File: src/rtl/core/hbd_pkg.sv
// ----------------------------------------------------------------------------
// hbd_pkg
// Types, codes and character helpers for the HTTP body deframer.
// ----------------------------------------------------------------------------
package hbd_pkg;

  typedef struct packed {
    logic       cmd;
    logic [7:0] data_byte;
  } hbd_in_t;

  typedef struct packed {
    logic [7:0] payload;
    logic       payload_valid;
    logic       body_done;
    logic       after_end;
  } hbd_out_t;

  localparam logic       CMD_DATA  = 1'b0;
  localparam logic       CMD_START = 1'b1;

  localparam int unsigned CFG_INDEX_WIDTH = 1;
  localparam int unsigned CFG_DATA_WIDTH  = 32;
  localparam logic [CFG_INDEX_WIDTH-1:0] CFG_BODY_MODE      = 1'd0;
  localparam logic [CFG_INDEX_WIDTH-1:0] CFG_CONTENT_LENGTH = 1'd1;

  localparam logic [1:0] MODE_NONE    = 2'd0;
  localparam logic [1:0] MODE_LENGTH  = 2'd1;
  localparam logic [1:0] MODE_CHUNKED = 2'd2;

  localparam logic [7:0] CHAR_TAB   = 8'h09;
  localparam logic [7:0] CHAR_LF    = 8'h0A;
  localparam logic [7:0] CHAR_VT    = 8'h0B;
  localparam logic [7:0] CHAR_FF    = 8'h0C;
  localparam logic [7:0] CHAR_CR    = 8'h0D;
  localparam logic [7:0] CHAR_SPACE = 8'h20;
  localparam logic [7:0] CHAR_ZERO  = 8'h30;
  localparam logic [7:0] CHAR_NINE  = 8'h39;
  localparam logic [7:0] CHAR_UP_A  = 8'h41;
  localparam logic [7:0] CHAR_UP_F  = 8'h46;
  localparam logic [7:0] CHAR_UP_X  = 8'h58;
  localparam logic [7:0] CHAR_LO_A  = 8'h61;
  localparam logic [7:0] CHAR_LO_F  = 8'h66;
  localparam logic [7:0] CHAR_LO_X  = 8'h78;

  localparam int unsigned DIGIT_BITS = 4;

  typedef enum logic [3:0] {
    PH_COMPLETE = 4'b0001,
    PH_SIZE     = 4'b0010,
    PH_DATA     = 4'b0100,
    PH_TRAILER  = 4'b1000
  } hbd_phase_t;

  typedef enum logic [4:0] {
    SS_BLANKS  = 5'b00001,
    SS_ZERO    = 5'b00010,
    SS_PREFIX  = 5'b00100,
    SS_DIGITS  = 5'b01000,
    SS_STOPPED = 5'b10000
  } hbd_sub_t;

  // {is_hex, value}
  function automatic logic [DIGIT_BITS:0] hex_decode(input logic [7:0] c);
    logic [DIGIT_BITS:0] r;
    r = '0;
    if (c >= CHAR_ZERO && c <= CHAR_NINE) begin
      r = {1'b1, 4'(c - CHAR_ZERO)};
    end else if (c >= CHAR_LO_A && c <= CHAR_LO_F) begin
      r = {1'b1, 4'(c - CHAR_LO_A + 8'd10)};
    end else if (c >= CHAR_UP_A && c <= CHAR_UP_F) begin
      r = {1'b1, 4'(c - CHAR_UP_A + 8'd10)};
    end
    return r;
  endfunction

  function automatic logic is_blank(input logic [7:0] c);
    return (c == CHAR_SPACE) || (c == CHAR_TAB) || (c == CHAR_LF) ||
           (c == CHAR_VT) || (c == CHAR_FF) || (c == CHAR_CR);
  endfunction

endpackage

File: src/rtl/core/hbd_size_parser.sv
// ----------------------------------------------------------------------------
// hbd_size_parser
// One character step of the chunk size line: blanks, optional 0x, hex digits
// with a saturating accumulator.
// ----------------------------------------------------------------------------
module hbd_size_parser import hbd_pkg::*; #(
  parameter int unsigned COUNT_WIDTH = 32
) (
  input  hbd_sub_t               sub,
  input  logic [COUNT_WIDTH-1:0] acc,
  input  logic [7:0]             chr,
  output hbd_sub_t               sub_next,
  output logic [COUNT_WIDTH-1:0] acc_next
);

  logic [DIGIT_BITS:0]    hex;
  logic                   is_hex;
  logic [DIGIT_BITS-1:0]  digit;
  logic [COUNT_WIDTH-1:0] acc_add;

  assign hex    = hex_decode(chr);
  assign is_hex = hex[DIGIT_BITS];
  assign digit  = hex[DIGIT_BITS-1:0];

  // top nibble set means the shift would overflow
  assign acc_add = (|acc[COUNT_WIDTH-1 -: DIGIT_BITS]) ? '1 :
                   {acc[COUNT_WIDTH-DIGIT_BITS-1:0], digit};

  always_comb begin
    sub_next = sub;
    acc_next = acc;
    case (sub)
      SS_BLANKS: begin
        if (is_blank(chr)) begin
          sub_next = SS_BLANKS;
        end else if (chr == CHAR_ZERO) begin
          sub_next = SS_ZERO;
        end else if (is_hex) begin
          acc_next = COUNT_WIDTH'(digit);
          sub_next = SS_DIGITS;
        end else begin
          sub_next = SS_STOPPED;
        end
      end
      SS_ZERO: begin
        if (chr == CHAR_LO_X || chr == CHAR_UP_X) begin
          sub_next = SS_PREFIX;
        end else if (is_hex) begin
          acc_next = acc_add;
          sub_next = SS_DIGITS;
        end else begin
          sub_next = SS_STOPPED;
        end
      end
      SS_PREFIX, SS_DIGITS: begin
        if (is_hex) begin
          acc_next = acc_add;
          sub_next = SS_DIGITS;
        end else begin
          sub_next = SS_STOPPED;
        end
      end
      default: begin
        sub_next = sub;
      end
    endcase
  end

endmodule

File: src/rtl/core/hbd_core.sv
// ----------------------------------------------------------------------------
// hbd_core
// Framing state and per-byte classification; state advances on step.
// ----------------------------------------------------------------------------
module hbd_core import hbd_pkg::*; #(
  parameter int unsigned COUNT_WIDTH = 32
) (
  input  logic                      clk,
  input  logic                      rst,
  input  logic                      step,
  input  hbd_in_t                   item,
  input  logic [1:0]                body_mode,
  input  logic [CFG_DATA_WIDTH-1:0] content_length,
  output hbd_out_t                  result
);

  hbd_phase_t             phase, phase_next;
  logic                   chunked, chunked_next;
  hbd_sub_t               sub, sub_next;
  logic                   pending_cr, pending_cr_next;
  logic [COUNT_WIDTH-1:0] bytes_remaining, bytes_remaining_next;
  logic [COUNT_WIDTH-1:0] size_acc, size_acc_next;

  logic [COUNT_WIDTH-1:0] start_len;
  logic [COUNT_WIDTH-1:0] rem_dec;
  logic [7:0]             chr;
  logic                   line_end;
  hbd_sub_t               sub_cr;
  hbd_sub_t               sub_fed;
  logic [COUNT_WIDTH-1:0] acc_fed;

  generate
    if (COUNT_WIDTH >= CFG_DATA_WIDTH) begin : g_len_wide
      assign start_len = COUNT_WIDTH'(content_length);
    end else begin : g_len_sat
      assign start_len = (|content_length[CFG_DATA_WIDTH-1:COUNT_WIDTH]) ? '1 :
                         content_length[COUNT_WIDTH-1:0];
    end
  endgenerate

  assign chr      = item.data_byte;
  assign line_end = pending_cr && (chr == CHAR_LF);
  assign rem_dec  = (bytes_remaining == '0) ? '0 : bytes_remaining - 1'b1;

  // a held CR that is not a line end is a plain character: stops any number
  assign sub_cr = (pending_cr && sub != SS_BLANKS) ? SS_STOPPED : sub;

  hbd_size_parser #(
    .COUNT_WIDTH(COUNT_WIDTH)
  ) u_size_parser (
    .sub      (sub_cr),
    .acc      (size_acc),
    .chr      (chr),
    .sub_next (sub_fed),
    .acc_next (acc_fed)
  );

  always_comb begin
    phase_next           = phase;
    chunked_next         = chunked;
    sub_next             = sub;
    pending_cr_next      = pending_cr;
    bytes_remaining_next = bytes_remaining;
    size_acc_next        = size_acc;
    result               = '0;
    if (item.cmd == CMD_START) begin
      sub_next             = SS_BLANKS;
      pending_cr_next      = 1'b0;
      size_acc_next        = '0;
      bytes_remaining_next = '0;
      chunked_next         = 1'b0;
      case (body_mode)
        MODE_LENGTH: begin
          bytes_remaining_next = start_len;
          if (start_len == '0) begin
            phase_next       = PH_COMPLETE;
            result.body_done = 1'b1;
          end else begin
            phase_next = PH_DATA;
          end
        end
        MODE_CHUNKED: begin
          chunked_next = 1'b1;
          phase_next   = PH_SIZE;
        end
        default: begin
          phase_next       = PH_COMPLETE;
          result.body_done = 1'b1;
        end
      endcase
    end else begin
      case (phase)
        PH_COMPLETE: begin
          result.after_end = 1'b1;
        end
        PH_DATA: begin
          result.payload       = chr;
          result.payload_valid = 1'b1;
          bytes_remaining_next = rem_dec;
          if (rem_dec == '0) begin
            if (chunked) begin
              phase_next      = PH_TRAILER;
              sub_next        = SS_BLANKS;
              pending_cr_next = 1'b0;
              size_acc_next   = '0;
            end else begin
              phase_next       = PH_COMPLETE;
              result.body_done = 1'b1;
            end
          end
        end
        PH_SIZE, PH_TRAILER: begin
          if (line_end) begin
            sub_next        = SS_BLANKS;
            pending_cr_next = 1'b0;
            size_acc_next   = '0;
            if (phase == PH_SIZE) begin
              if (size_acc == '0) begin
                phase_next       = PH_COMPLETE;
                result.body_done = 1'b1;
              end else begin
                bytes_remaining_next = size_acc;
                phase_next           = PH_DATA;
              end
            end else begin
              phase_next = PH_SIZE;
            end
          end else begin
            pending_cr_next = (chr == CHAR_CR);
            if (phase == PH_SIZE) begin
              if (chr == CHAR_CR) begin
                sub_next = sub_cr;
              end else begin
                sub_next      = sub_fed;
                size_acc_next = acc_fed;
              end
            end
          end
        end
        default: begin
          phase_next = PH_COMPLETE;
        end
      endcase
    end
  end

  always_ff @(posedge clk) begin
    if (rst) begin
      phase           <= PH_COMPLETE;
      chunked         <= 1'b0;
      sub             <= SS_BLANKS;
      pending_cr      <= 1'b0;
      bytes_remaining <= '0;
      size_acc        <= '0;
    end else if (step) begin
      phase           <= phase_next;
      chunked         <= chunked_next;
      sub             <= sub_next;
      pending_cr      <= pending_cr_next;
      bytes_remaining <= bytes_remaining_next;
      size_acc        <= size_acc_next;
    end
  end

endmodule

File: src/rtl/core/http_body_deframer.sv
// ----------------------------------------------------------------------------
// http_body_deframer
// Marks payload bytes of an HTTP request body in none, length and chunked modes.
// Path: input register feeds framing logic, whose marks go to the result register.
// Throughput: one request per cycle while the output is not stalled; the
// result register holds the output while it is stalled.
// Reset: synchronous; framing returns to body complete, valid flags and config cleared.
// ----------------------------------------------------------------------------
module http_body_deframer import hbd_pkg::*; #(
  parameter int unsigned COUNT_WIDTH = 32
) (
  input  logic                       clk,
  input  logic                       rst,
  input  logic                       cfg_wr_en,
  input  logic [CFG_INDEX_WIDTH-1:0] cfg_index,
  input  logic [CFG_DATA_WIDTH-1:0]  cfg_data,
  input  logic                       in_valid,
  output logic                       in_stall,
  input  hbd_in_t                    in_data,
  output logic                       out_valid,
  input  logic                       out_stall,
  output hbd_out_t                   out_data
);

  logic [1:0]                body_mode;
  logic [CFG_DATA_WIDTH-1:0] content_length;
  logic                      hold_valid;
  hbd_in_t                   hold_data;
  logic                      advance;
  hbd_out_t                  core_result;

  assign advance  = hold_valid && (!out_valid || !out_stall);
  assign in_stall = hold_valid && !advance;

  always_ff @(posedge clk) begin
    if (rst) begin
      body_mode      <= MODE_NONE;
      content_length <= '0;
    end else if (cfg_wr_en) begin
      case (cfg_index)
        CFG_BODY_MODE:      body_mode      <= cfg_data[1:0];
        CFG_CONTENT_LENGTH: content_length <= cfg_data;
        default:            body_mode      <= body_mode;
      endcase
    end
  end

  always_ff @(posedge clk) begin
    if (rst) begin
      hold_valid <= 1'b0;
    end else if (in_valid && !in_stall) begin
      hold_valid <= 1'b1;
    end else if (advance) begin
      hold_valid <= 1'b0;
    end
  end

  always_ff @(posedge clk) begin
    if (in_valid && !in_stall) begin
      hold_data <= in_data;
    end
  end

  hbd_core #(
    .COUNT_WIDTH(COUNT_WIDTH)
  ) u_core (
    .clk            (clk),
    .rst            (rst),
    .step           (advance),
    .item           (hold_data),
    .body_mode      (body_mode),
    .content_length (content_length),
    .result         (core_result)
  );

  always_ff @(posedge clk) begin
    if (rst) begin
      out_valid <= 1'b0;
    end else if (advance) begin
      out_valid <= 1'b1;
    end else if (!out_stall) begin
      out_valid <= 1'b0;
    end
  end

  always_ff @(posedge clk) begin
    if (advance) begin
      out_data <= core_result;
    end
  end

endmodule

File: config.mk
export PLATFORM = sky130hd
export DESIGN_NAME = http_body_deframer
export DESIGN_NICKNAME = d
export VERILOG_FILES = /design/src/rtl/core/hbd_pkg.sv /design/src/rtl/core/hbd_size_parser.sv /design/src/rtl/core/hbd_core.sv /design/src/rtl/core/http_body_deframer.sv
export SDC_FILE = /design/constraint.sdc
export NUM_CORES = 1
export LEC_CHECK = 0
export BUFFER_PORTS_ARGS = -buffer_cell sky130_fd_sc_hd__buf_2
export CORE_UTILIZATION = 30
export CTS_BUF_LIST = sky130_fd_sc_hd__clkbuf_4
export DETAILED_ROUTE_END_ITERATION = 10
export GPL_ROUTABILITY_DRIVEN = 0
export GPL_TIMING_DRIVEN = 0
export HOLD_SLACK_MARGIN = 0.1
export RECOVER_POWER = 50
export SYNTH_ARGS = -nofsm -noshare
export SYNTH_HDL_FRONTEND = slang
export SYNTH_SLANG_ARGS = --single-unit
export TNS_END_PERCENT = 100
File: constraint.sdc
create_clock -name clk -period 4.4 [get_ports clk]
set_input_delay 0.88 -clock clk [delete_from_list [all_inputs] [get_ports clk]]
set_output_delay 0.88 -clock clk [all_outputs]
set_load 0.05 [all_outputs]
==> flow_metrics.env, run 1 <==
export IMPL_grt_pass1_vias=6455
export IMPL_cts_setup_buffers=0
export IMPL_worstMarginPinSlew_ns=0.964
export IMPL_synth_simple_area_share_pct=27.6
export IMPL_start_kind="flip-flop"
export IMPL_port_buffers=58
export IMPL_fp_dieW_um=156
export IMPL_yosysMostFrequentCell="dfxtp_1"
export IMPL_peakVddDrop_v=0.000170
export IMPL_ctsHoldBuffers=0
export IMPL_post_synth_top_area_cell="dfxtp_1"
export IMPL_synth_edff_count=20
export IMPL_grt_overflow_total=0
export IMPL_cts_clk_slew_worst_paths_ns=0.13
export IMPL_grt_max_degree=19
export IMPL_p_per_area_nw_per_um2=368
export IMPL_clockBufferDepth=2
export IMPL_synth_seq_cells=131
export IMPL_slew_headroom_pct=35.8
export IMPL_drt_antenna_violating_nets=0
export IMPL_hold_path_depth=1
export IMPL_antenna_found_initial=1
export IMPL_hold_class="input pin to flip-flop"
export IMPL_crit_path_end_kind="flip-flop"
export IMPL_layout_worst_path_cycle_share_pct=96.7
export IMPL_synthAdderAreaFrac_pct=1.41
export IMPL_syn2layout_area_growth_pct=13.6
export IMPL_layout_nets=995
export IMPL_cts_tree="done"
export IMPL_ys_seq_area_share_pct=39.7
export IMPL_worst_setup_path_type="flip-flop to flip-flop"
export IMPL_p_leak_nw=3.00
export IMPL_crit_top_cell="or3_1"
export IMPL_max_stage_delay_ns=0.52
export IMPL_synth_area_mux_share_pct=4.53
export IMPL_drc=0
export IMPL_start_util_pct=31.0
export IMPL_hold_viol=0
export IMPL_crit_family="simple AND/OR/NAND/NOR gates"
export IMPL_grt_pass1_wl_um=36600
export IMPL_syn_inst=862
export IMPL_drv_cap=0
export IMPL_fin_crit_ns=4.26
export IMPL_syn_num_nets=917
export IMPL_ys_async_sr_fraction_pct=0
export IMPL_clock_sinks=131
export IMPL_h_tree_depth=4
export IMPL_dpl_hpwl_um=17100
export IMPL_rsz0062_at_grt="no"
export IMPL_critPathArrivalTime_ns=4.70
export IMPL_core_sq_um=22900
export IMPL_yosys_most_used_dff="dfxtp_1"
export IMPL_clk_latency_ns=0.57
export IMPL_root_buffer="clkbuf_4"
export IMPL_fmax_mhz=235
export IMPL_synth_area_top_cells="dfxtp_1 31%, edfxtp_1 8.5%, nand2_1 5.7%, nor2_1 4.4%, mux2i_1 4.4%"
export IMPL_final_area_sq_um=8080
export IMPL_drt_iter0_drc=850
export IMPL_crit_slowest_cell="or3_1"
export IMPL_die_h_um=156
export IMPL_place_area_sq_um=7810
export IMPL_clock_skew_ns=0.0220
export IMPL_holdPathEnd="hold_data[4]"
export IMPL_num_rows=55
export IMPL_crit_fanout=10
export IMPL_die_area_sq_um=24300
export IMPL_hold_ws_ns=0.483
export IMPL_synth_top_area_share_pct=31.3
export IMPL_critPathBufInv=4
export IMPL_first_pass_iters=6
export IMPL_rrSetupSlack_ns=0.14
export IMPL_numCtsBuffers=17
export IMPL_drt_total_wl_um=23100
export IMPL_synthTopCellsByCount="111 x dfxtp_1, 108 x nand2_1, 84 x nor2_1"
export IMPL_synth_compound_area_share_pct=21.1
export IMPL_vias=6975
export IMPL_synth_top_family_by_area="simple AND/OR/NAND/NOR gates"
export IMPL_ff2ff_path_depth=13
export IMPL_timing_final_max_slew_violations=0
export IMPL_vias_per_cell=5.51
export IMPL_syn_area_sq_um=7110
export IMPL_min_delay_start="in_data[4]"
export IMPL_timing_rr_start="u_core.bytes_remaining[0]"
export IMPL_cts_resized=0
export IMPL_drive_above_1_share_pct=11.1
export IMPL_track_usage_pct=19.6
export IMPL_final_util_pct=35.2
export IMPL_crit_chain="inv_1, ha_1, nor3b_2, nand3_1, or3_1, nor2_4, or3_1, buf_2, buf_1, clkbuf_1, o21ai_0, a22oi_1, nor2_1"
export IMPL_finalSetupViolations=0
export IMPL_synth_avg_cell_area_sq_um=8.24
export IMPL_reg2reg_to="u_core.bytes_remaining[7]"
export IMPL_synth_cell_types=66
export IMPL_status="completed"
export IMPL_cp_required_ns=4.85
export IMPL_synth_xor_area_share_pct=1.11
export IMPL_routedWlPerCell_um=18.2
export IMPL_io_pins=60
export IMPL_yosys_warnings=0
flip-flops by register name, summed over array words and instances (netlist names):
name	cells
body_mode	2
content_length	32
hold_data	9
hold_valid	1
out_data	11
out_valid	1
u_core.bytes_remaining	32
u_core.chunked	1
u_core.pending_cr	1
u_core.phase	4
u_core.size_acc	32
u_core.sub	5
per-layer routing:
metal | part of all wire, % | wire, um | up-vias | track usage [%]
met4 | 4.7 | 1090 | 0 | 11.3
met1 | 45 | 10500 | 3214 | 26.4
met5 | 0 | 0 | - | 0
met3 | 8.2 | 1890 | 68 | 4.42
li1 | - | - | 3339 | -
met2 | 42 | 9660 | 354 | 28.6
final cells by class:
cell class | instances | area, sq um
clock inverter | 14 | 163
fill | 2426 | 14800
timing repair buffer | 59 | 278
inverter | 9 | 33.8
multi-input combinational | 660 | 3960
tap | 313 | 392
sequential | 131 | 2820
antenna | 1 | 2.50
buffer | 62 | 285
clock buffer | 18 | 135
worst max-delay path by stage:
stage,start,to,slack (ns),depth (start not counted)
4_1_cts,u_core.bytes_remaining[0],u_core.size_acc[22],0.34,14
3_5_place_dp,u_core.bytes_remaining[0],u_core.size_acc[29],0.39,14
6_report,u_core.bytes_remaining[0],u_core.bytes_remaining[7],0.14,13
2_1_floorplan,u_core.bytes_remaining[0],u_core.size_acc[11],1.17,14
3_3_place_gp,out_stall,u_core.bytes_remaining[29],-0.28,8
5_1_grt,u_core.bytes_remaining[0],u_core.size_acc[29],0.02,14
through the flow:
step / std cells / setup WS (ns) / power, mW / TNS, ns
3_5_place_dp: 1234 / 0.386 / 2.09 / 0
3_3_place_gp: 1233 / -0.277 / 2.09 / -5.09
5_1_grt: 1267 / 0.0215 / 3.11 / 0
2_1_floorplan: 862 / 1.17 / 1.88 / 0
4_1_cts: 1266 / 0.344 / 2.96 / 0
6_report: 1267 / 0.145 / 2.97 / 0
power by group:
part	total (mW)	switching, mW	internal, mW
registers	1.31	0.0485	1.26
logic	0.780	0.491	0.289
clock network	0.888	0.491	0.397
total	2.97	1.03	1.94
kinds of logic after synthesis:
group / count (synthesis)
adders and majority gates: 8
xor gates and xnor gates: 9
muxes: 32
and+or+nand+nor: 383
AOI/OAI and AO/OA: 228
DFF: 131
buffers and inverters: 71
layout by cell type, fill, tap and decap left out, types with 5 or more instances in the layout:
| cell type | synthesis | layout |
|---|---|---|
| dfxtp_1 | 111 | 111 |
| nand2_1 | 108 | 108 |
| nor2_1 | 84 | 84 |
| clkbuf_1 | 48 | 62 |
| a21oi_1 | 60 | 60 |
| o21ai_0 | 60 | 60 |
| buf_2 | 3 | 48 |
| nor3_1 | 35 | 35 |
| nand2b_1 | 34 | 34 |
| nor4_1 | 31 | 31 |
| mux2i_1 | 31 | 31 |
| a22oi_1 | 23 | 23 |
| edfxtp_1 | 20 | 20 |
| clkbuf_4 | 0 | 18 |
| a211oi_1 | 15 | 15 |
| and2_1 | 15 | 15 |
| nand4_1 | 12 | 12 |
| nand3_1 | 11 | 11 |
| a221o_1 | 10 | 10 |
| inv_1 | 9 | 9 |
| or4_1 | 9 | 9 |
| ha_1 | 8 | 8 |
| a222oi_1 | 7 | 7 |
| a22o_1 | 7 | 7 |
| or3_1 | 6 | 6 |
| buf_6 | 6 | 6 |
| or2_2 | 6 | 6 |
| and3_1 | 5 | 5 |
| nor2b_1 | 5 | 5 |
| xor2_1 | 5 | 5 |
| a2bb2oi_1 | 5 | 5 |
No activity file was read; power rests on OpenSTA's default activity.
==> run 2, diff against run 1 <==
--- a/config.mk
+++ b/config.mk
@@ -12,6 +12,7 @@
 export GPL_ROUTABILITY_DRIVEN = 0
 export GPL_TIMING_DRIVEN = 0
 export HOLD_SLACK_MARGIN = 0.1
+export PLACE_DENSITY = 0.45
 export RECOVER_POWER = 50
 export SYNTH_ARGS = -nofsm -noshare
 export SYNTH_HDL_FRONTEND = slang
==> run 2 against run 1 <==
Net effect: sequential power about the same; non-clock buffer count did not move; wire length grew 8.7%; worst setup slack better by 0.12 ns; critical endpoint unchanged; flip-flop and latch count unchanged; via count fell by 2.2%.
==> flow_metrics.env, run 2 (synthesis results as in run 1) <==
export IMPL_die_area_sq_um=24300
export IMPL_drt_iter0_drc=650
export IMPL_die_h_um=156
export IMPL_crit_fanout=10
export IMPL_hold_ws_ns=0.482
export IMPL_reg_largest_list="content_length: 32 flops, u_core.bytes_remaining: 32 flops, u_core.size_acc: 32 flops"
export IMPL_fin_crit_ns=4.14
export IMPL_numCtsBuffers=17
export IMPL_routedWlPerCell_um=19.8
export IMPL_ctsHoldBuffers=0
export IMPL_start_kind="flip-flop"
export IMPL_critPathArrivalTime_ns=4.59
export IMPL_holdPathEnd="hold_data[7]"
export IMPL_finalSetupViolations=0
export IMPL_p_per_area_nw_per_um2=365
export IMPL_final_common_cell="dfxtp_1"
export IMPL_drc=0
export IMPL_worst_setup_path_type="flip-flop to flip-flop"
export IMPL_worstMarginPinSlew_ns=1.00
export IMPL_fp_dieW_um=156
export IMPL_cts_setup_buffers=0
export IMPL_vias=6821
export IMPL_clk_latency_ns=0.57
export IMPL_ff2ff_path_depth=13
export IMPL_first_pass_iters=7
export IMPL_dpl_hpwl_um=19000
export IMPL_vias_per_cell=5.38
export IMPL_timing_rr_start="u_core.bytes_remaining[0]"
export IMPL_drt_total_wl_um=25100
export IMPL_syn2layout_area_growth_pct=13.3
export IMPL_status="completed"
export IMPL_dp_cells=1234
export IMPL_slew_headroom_pct=32.6
export IMPL_tns_ns=0
export IMPL_cts_resized=0
export IMPL_cp_required_ns=4.85
export IMPL_grt_overflow_total=0
export IMPL_reg2reg_to="u_core.bytes_remaining[7]"
export IMPL_rsz0062_at_grt="no"
export IMPL_track_usage_pct=21.3
export IMPL_clock_skew_ns=0.0362
export IMPL_rrSetupSlack_ns=0.26
export IMPL_hold_class="input pin to flip-flop"
export IMPL_antenna_found_initial=1
export IMPL_drt_antenna_violating_nets=0
export IMPL_stdcell_count=1267
export IMPL_crit_path_end_kind="flip-flop"
export IMPL_min_delay_start="in_data[7]"
export IMPL_grt_max_degree=19
export IMPL_hold_path_depth=1
export IMPL_num_rows=55
export IMPL_start_util_pct=31.0
export IMPL_io_pins=60
export IMPL_layout_worst_path_cycle_share_pct=94.1
export IMPL_mostFrequentLayoutCells="111 x dfxtp_1, 108 x nand2_1, 84 x nor2_1, 62 x clkbuf_1"
export IMPL_grt_pass1_wl_um=38800
export IMPL_cts_clk_slew_worst_paths_ns=0.15
export IMPL_fill_cells=2507
export IMPL_layout_nets=995
export IMPL_drv_cap=0
export IMPL_hold_viol=0
export IMPL_port_buffers=58
export IMPL_timing_final_max_slew_violations=0
export IMPL_fmax_mhz=242
export IMPL_grt_pass1_vias=6542
export IMPL_cts_tree="done"
export IMPL_core_sq_um=22900
export IMPL_h_tree_depth=4
export IMPL_root_buffer="clkbuf_4"
export IMPL_p_leak_nw=2.99
export IMPL_clockBufferDepth=2
export IMPL_clock_sinks=131
export IMPL_drive_above_1_share_pct=11.2
export IMPL_peakVddDrop_v=0.000134
## run 2: cell type report
cell class / count / area (sq um) / area share, %
buffer: 62 / 285 / 3.54
tap: 313 / 392 / 4.86
multi-input combinational: 660 / 3960 / 49.2
clock inverter: 15 / 146 / 1.82
clock buffer: 17 / 128 / 1.59
antenna: 1 / 2.50 / 0.0311
sequential: 131 / 2820 / 35.1
inverter: 9 / 33.8 / 0.420
timing repair buffer: 59 / 278 / 3.45
## run 2: layer usage
| metal | vias to the layer above | GRT usage (%) | share of wire, % |
|---|---|---|---|
| met4 | 0 | 10.3 | 3.6 |
| li1 | 3332 | - | - |
| met5 | - | 0 | 0 |
| met2 | 260 | 32.3 | 43 |
| met3 | 48 | 3.61 | 5.8 |
| met1 | 3181 | 29.3 | 47 |
## run 2: where the power goes
group / internal [mW] / switching, mW / total [mW]
Sequential: 1.26 / 0.0500 / 1.31
Combinational: 0.290 / 0.501 / 0.791
Clock: 0.298 / 0.539 / 0.837
## run 2: worst max-delay path by stage
stage | from | endpoint | slack (ns)
floorplan | u_core.bytes_remaining[0] | u_core.size_acc[11] | 1.17
global placement | out_stall | u_core.bytes_remaining[27] | -0.49
detailed placement | u_core.bytes_remaining[0] | u_core.bytes_remaining[7] | 0.32
CTS | u_core.bytes_remaining[0] | u_core.bytes_remaining[7] | 0.32
global route | u_core.bytes_remaining[0] | u_core.bytes_remaining[9] | 0.07
finish | u_core.bytes_remaining[0] | u_core.bytes_remaining[7] | 0.26
## run 2: worst max-delay path: stages (launching register included)
cell      delay, ns
dfxtp_1        0.41
inv_1          0.11
ha_1           0.24
nor3b_2        0.43
nand3_1        0.25
or3_1          0.52
nor2_4         0.18
or3_1          0.12
buf_2          0.25
buf_1          0.48
clkbuf_1       0.51
o21ai_0        0.24
a22oi_1        0.23
nor2_1         0.06
## run 2: metrics by stage
stage	cell area, sq um	utilization, %	setup slack [ns]	power [mW]
2_1_floorplan	7110	-	1.17	1.88
3_3_place_gp	7790	34.0	-0.495	2.12
3_5_place_dp	7810	34.1	0.318	2.11
4_1_cts	8080	35.3	0.323	2.95
5_1_grt	8050	35.1	0.0741	3.09
6_report	8050	35.1	0.260	2.94
==> run 3, diff against run 2 <==
--- a/config.mk
+++ b/config.mk
@@ -6,13 +6,13 @@
 export NUM_CORES = 1
 export LEC_CHECK = 0
 export BUFFER_PORTS_ARGS = -buffer_cell sky130_fd_sc_hd__buf_2
-export CORE_UTILIZATION = 30
+export CORE_UTILIZATION = 43
 export CTS_BUF_LIST = sky130_fd_sc_hd__clkbuf_4
 export DETAILED_ROUTE_END_ITERATION = 10
 export GPL_ROUTABILITY_DRIVEN = 0
 export GPL_TIMING_DRIVEN = 0
 export HOLD_SLACK_MARGIN = 0.1
-export PLACE_DENSITY = 0.45
+export PLACE_DENSITY = 0.6
 export RECOVER_POWER = 50
 export SYNTH_ARGS = -nofsm -noshare
 export SYNTH_HDL_FRONTEND = slang
==> constraint.sdc (replaced) <==
create_clock -name clk -period 5.14 [get_ports clk]
set_input_delay 1.028 -clock clk [delete_from_list [all_inputs] [get_ports clk]]
set_output_delay 1.028 -clock clk [all_outputs]
set_load 0.05 [all_outputs]
==> run 3 against run 2 <==
Net effect: clock power is 22% lower; final area is 1.8% lower; combinational power is 15% lower; first-iteration DRC count is 38% higher; via count is 2.4% higher; total power is 17% lower; die area is 30% lower; non-clock buffer count stayed put; critical endpoint unchanged; largest power group unchanged.
==> flow_metrics.env, run 3 (synthesis results as in run 1) <==
export IMPL_drc=0
export IMPL_start_util_pct=44.4
export IMPL_track_usage_pct=28.0
export IMPL_clk_latency_ns=0.55
export IMPL_hold_viol=0
export IMPL_status="completed"
export IMPL_rsz0062_at_grt="no"
export IMPL_dp_cells=1137
export IMPL_critPathArrivalTime_ns=4.55
export IMPL_grt_pass1_vias=6390
export IMPL_h_tree_depth=4
export IMPL_first_pass_iters=8
export IMPL_mostFrequentLayoutCells="111 x dfxtp_1, 108 x nand2_1, 84 x nor2_1, 61 x clkbuf_1"
export IMPL_port_buffers=58
export IMPL_grt_max_degree=20
export IMPL_die_h_um=131
export IMPL_vias_per_cell=5.97
export IMPL_drt_total_wl_um=23000
export IMPL_drt_antenna_violating_nets=0
export IMPL_num_rows=46
export IMPL_cts_resized=0
export IMPL_fin_crit_ns=4.13
export IMPL_clock_skew_ns=0.0182
export IMPL_drt_iter0_drc=895
export IMPL_io_pins=60
export IMPL_dpl_hpwl_um=17000
export IMPL_final_common_cell="dfxtp_1"
export IMPL_crit_fanout=10
export IMPL_clockBufferDepth=2
export IMPL_clock_sinks=131
export IMPL_syn2layout_area_growth_pct=11.3
export IMPL_fp_dieW_um=131
export IMPL_slew_headroom_pct=28.5
export IMPL_fmax_mhz=242
export IMPL_layout_nets=995
export IMPL_drv_cap=0
export IMPL_grt_overflow_total=0
export IMPL_numCtsBuffers=17
export IMPL_p_leak_nw=2.98
export IMPL_tns_ns=0
export IMPL_crit_path_end_kind="flip-flop"
export IMPL_cts_setup_buffers=0
export IMPL_layout_worst_path_cycle_share_pct=80.3
export IMPL_root_buffer="clkbuf_4"
export IMPL_start_kind="flip-flop"
export IMPL_die_area_sq_um=17000
export IMPL_routedWlPerCell_um=19.7
export IMPL_hold_class="flip-flop to flip-flop"
export IMPL_grt_pass1_wl_um=35600
export IMPL_final_util_pct=49.4
export IMPL_ctsHoldBuffers=0
export IMPL_antenna_found_initial=1
export IMPL_worstMarginPinSlew_ns=1.07
export IMPL_p_per_area_nw_per_um2=310
export IMPL_cp_required_ns=5.57
export IMPL_timing_final_max_slew_violations=0
export IMPL_reg_largest_list="content_length: 32 flops, u_core.bytes_remaining: 32 flops, u_core.size_acc: 32 flops"
export IMPL_finalSetupViolations=0
export IMPL_worst_setup_path_type="flip-flop to flip-flop"
export IMPL_drive_above_1_share_pct=11.2
export IMPL_core_sq_um=16000
export IMPL_cts_tree="done"
export IMPL_cts_clk_slew_worst_paths_ns=0.11
export IMPL_stdcell_count=1169
export IMPL_vias=6982
export IMPL_peakVddDrop_v=0.000152
-- run 3: cell types whose count changed in the layout (fill, tap and decap cells not counted), sizes merged --
| cell | previous run | this run |
|---|---|---|
| inv | 17 | 10 |
| clkbuf | 79 | 83 |
| clkinvlp | 0 | 2 |
| buf | 59 | 60 |
| clkinv | 6 | 5 |
-- run 3: power by group --
part | switching, mW | internal (mW)
registers | 0.0420 | 1.08
clock network | 0.394 | 0.264
logic | 0.425 | 0.248
total | 0.860 | 1.59
-- run 3: path summary, 6_finish.rpt --
kind	from	to	slack (ns)	cells after the start
max	u_core.bytes_remaining[0]	u_core.bytes_remaining[7]	1.01	13
min	content_length[8]	content_length[8]	0.49	2
max reg2reg	u_core.bytes_remaining[0]	u_core.bytes_remaining[7]	1.01	13
min reg2reg	content_length[8]	content_length[8]	0.49	2
-- run 3: critical path, cell delays in order, from the launching register on --
cell	delay, ns
dfxtp_1	0.40
inv_1	0.11
ha_1	0.24
nor3b_2	0.44
nand3_1	0.26
or3_1	0.52
nor2_4	0.17
or3_1	0.12
buf_2	0.26
buf_1	0.48
clkbuf_1	0.47
o21ai_0	0.25
a22oi_1	0.23
nor2_1	0.06
-- run 3: layout make-up --
class | count | area [sq um]
diodes | 1 | 2.50
multi-input cells | 660 | 3960
repair buffers | 59 | 279
inverters | 9 | 33.8
plain buffers | 62 | 285
well taps | 216 | 270
clock inverters | 9 | 85.1
flip-flops and latches | 131 | 2820
clock buffers | 22 | 165
fillers | 1678 | 8090
-- run 3: through the flow --
stage | setup WS (ns) | hold WS [ns] | total power [mW] | instance area [sq um]
4_1_cts | 1.18 | 0.497 | 2.44 | 7940
2_1_floorplan | 1.84 | 0.445 | 1.61 | 7110
6_report | 1.01 | 0.494 | 2.45 | 7910
3_5_place_dp | 1.20 | 0.479 | 1.79 | 7680
5_1_grt | 0.934 | 0.510 | 2.56 | 7910
3_3_place_gp | 0.287 | 0.465 | 1.79 | 7670
-- run 3: per-layer routing --
layer	part of all wire, %	wire length [um]	GRT usage (%)
met5	0	0	0
met4	4.0	922	12.0
met3	7.9	1810	6.35
met2	44	10100	44.2
met1	44	10200	36.6
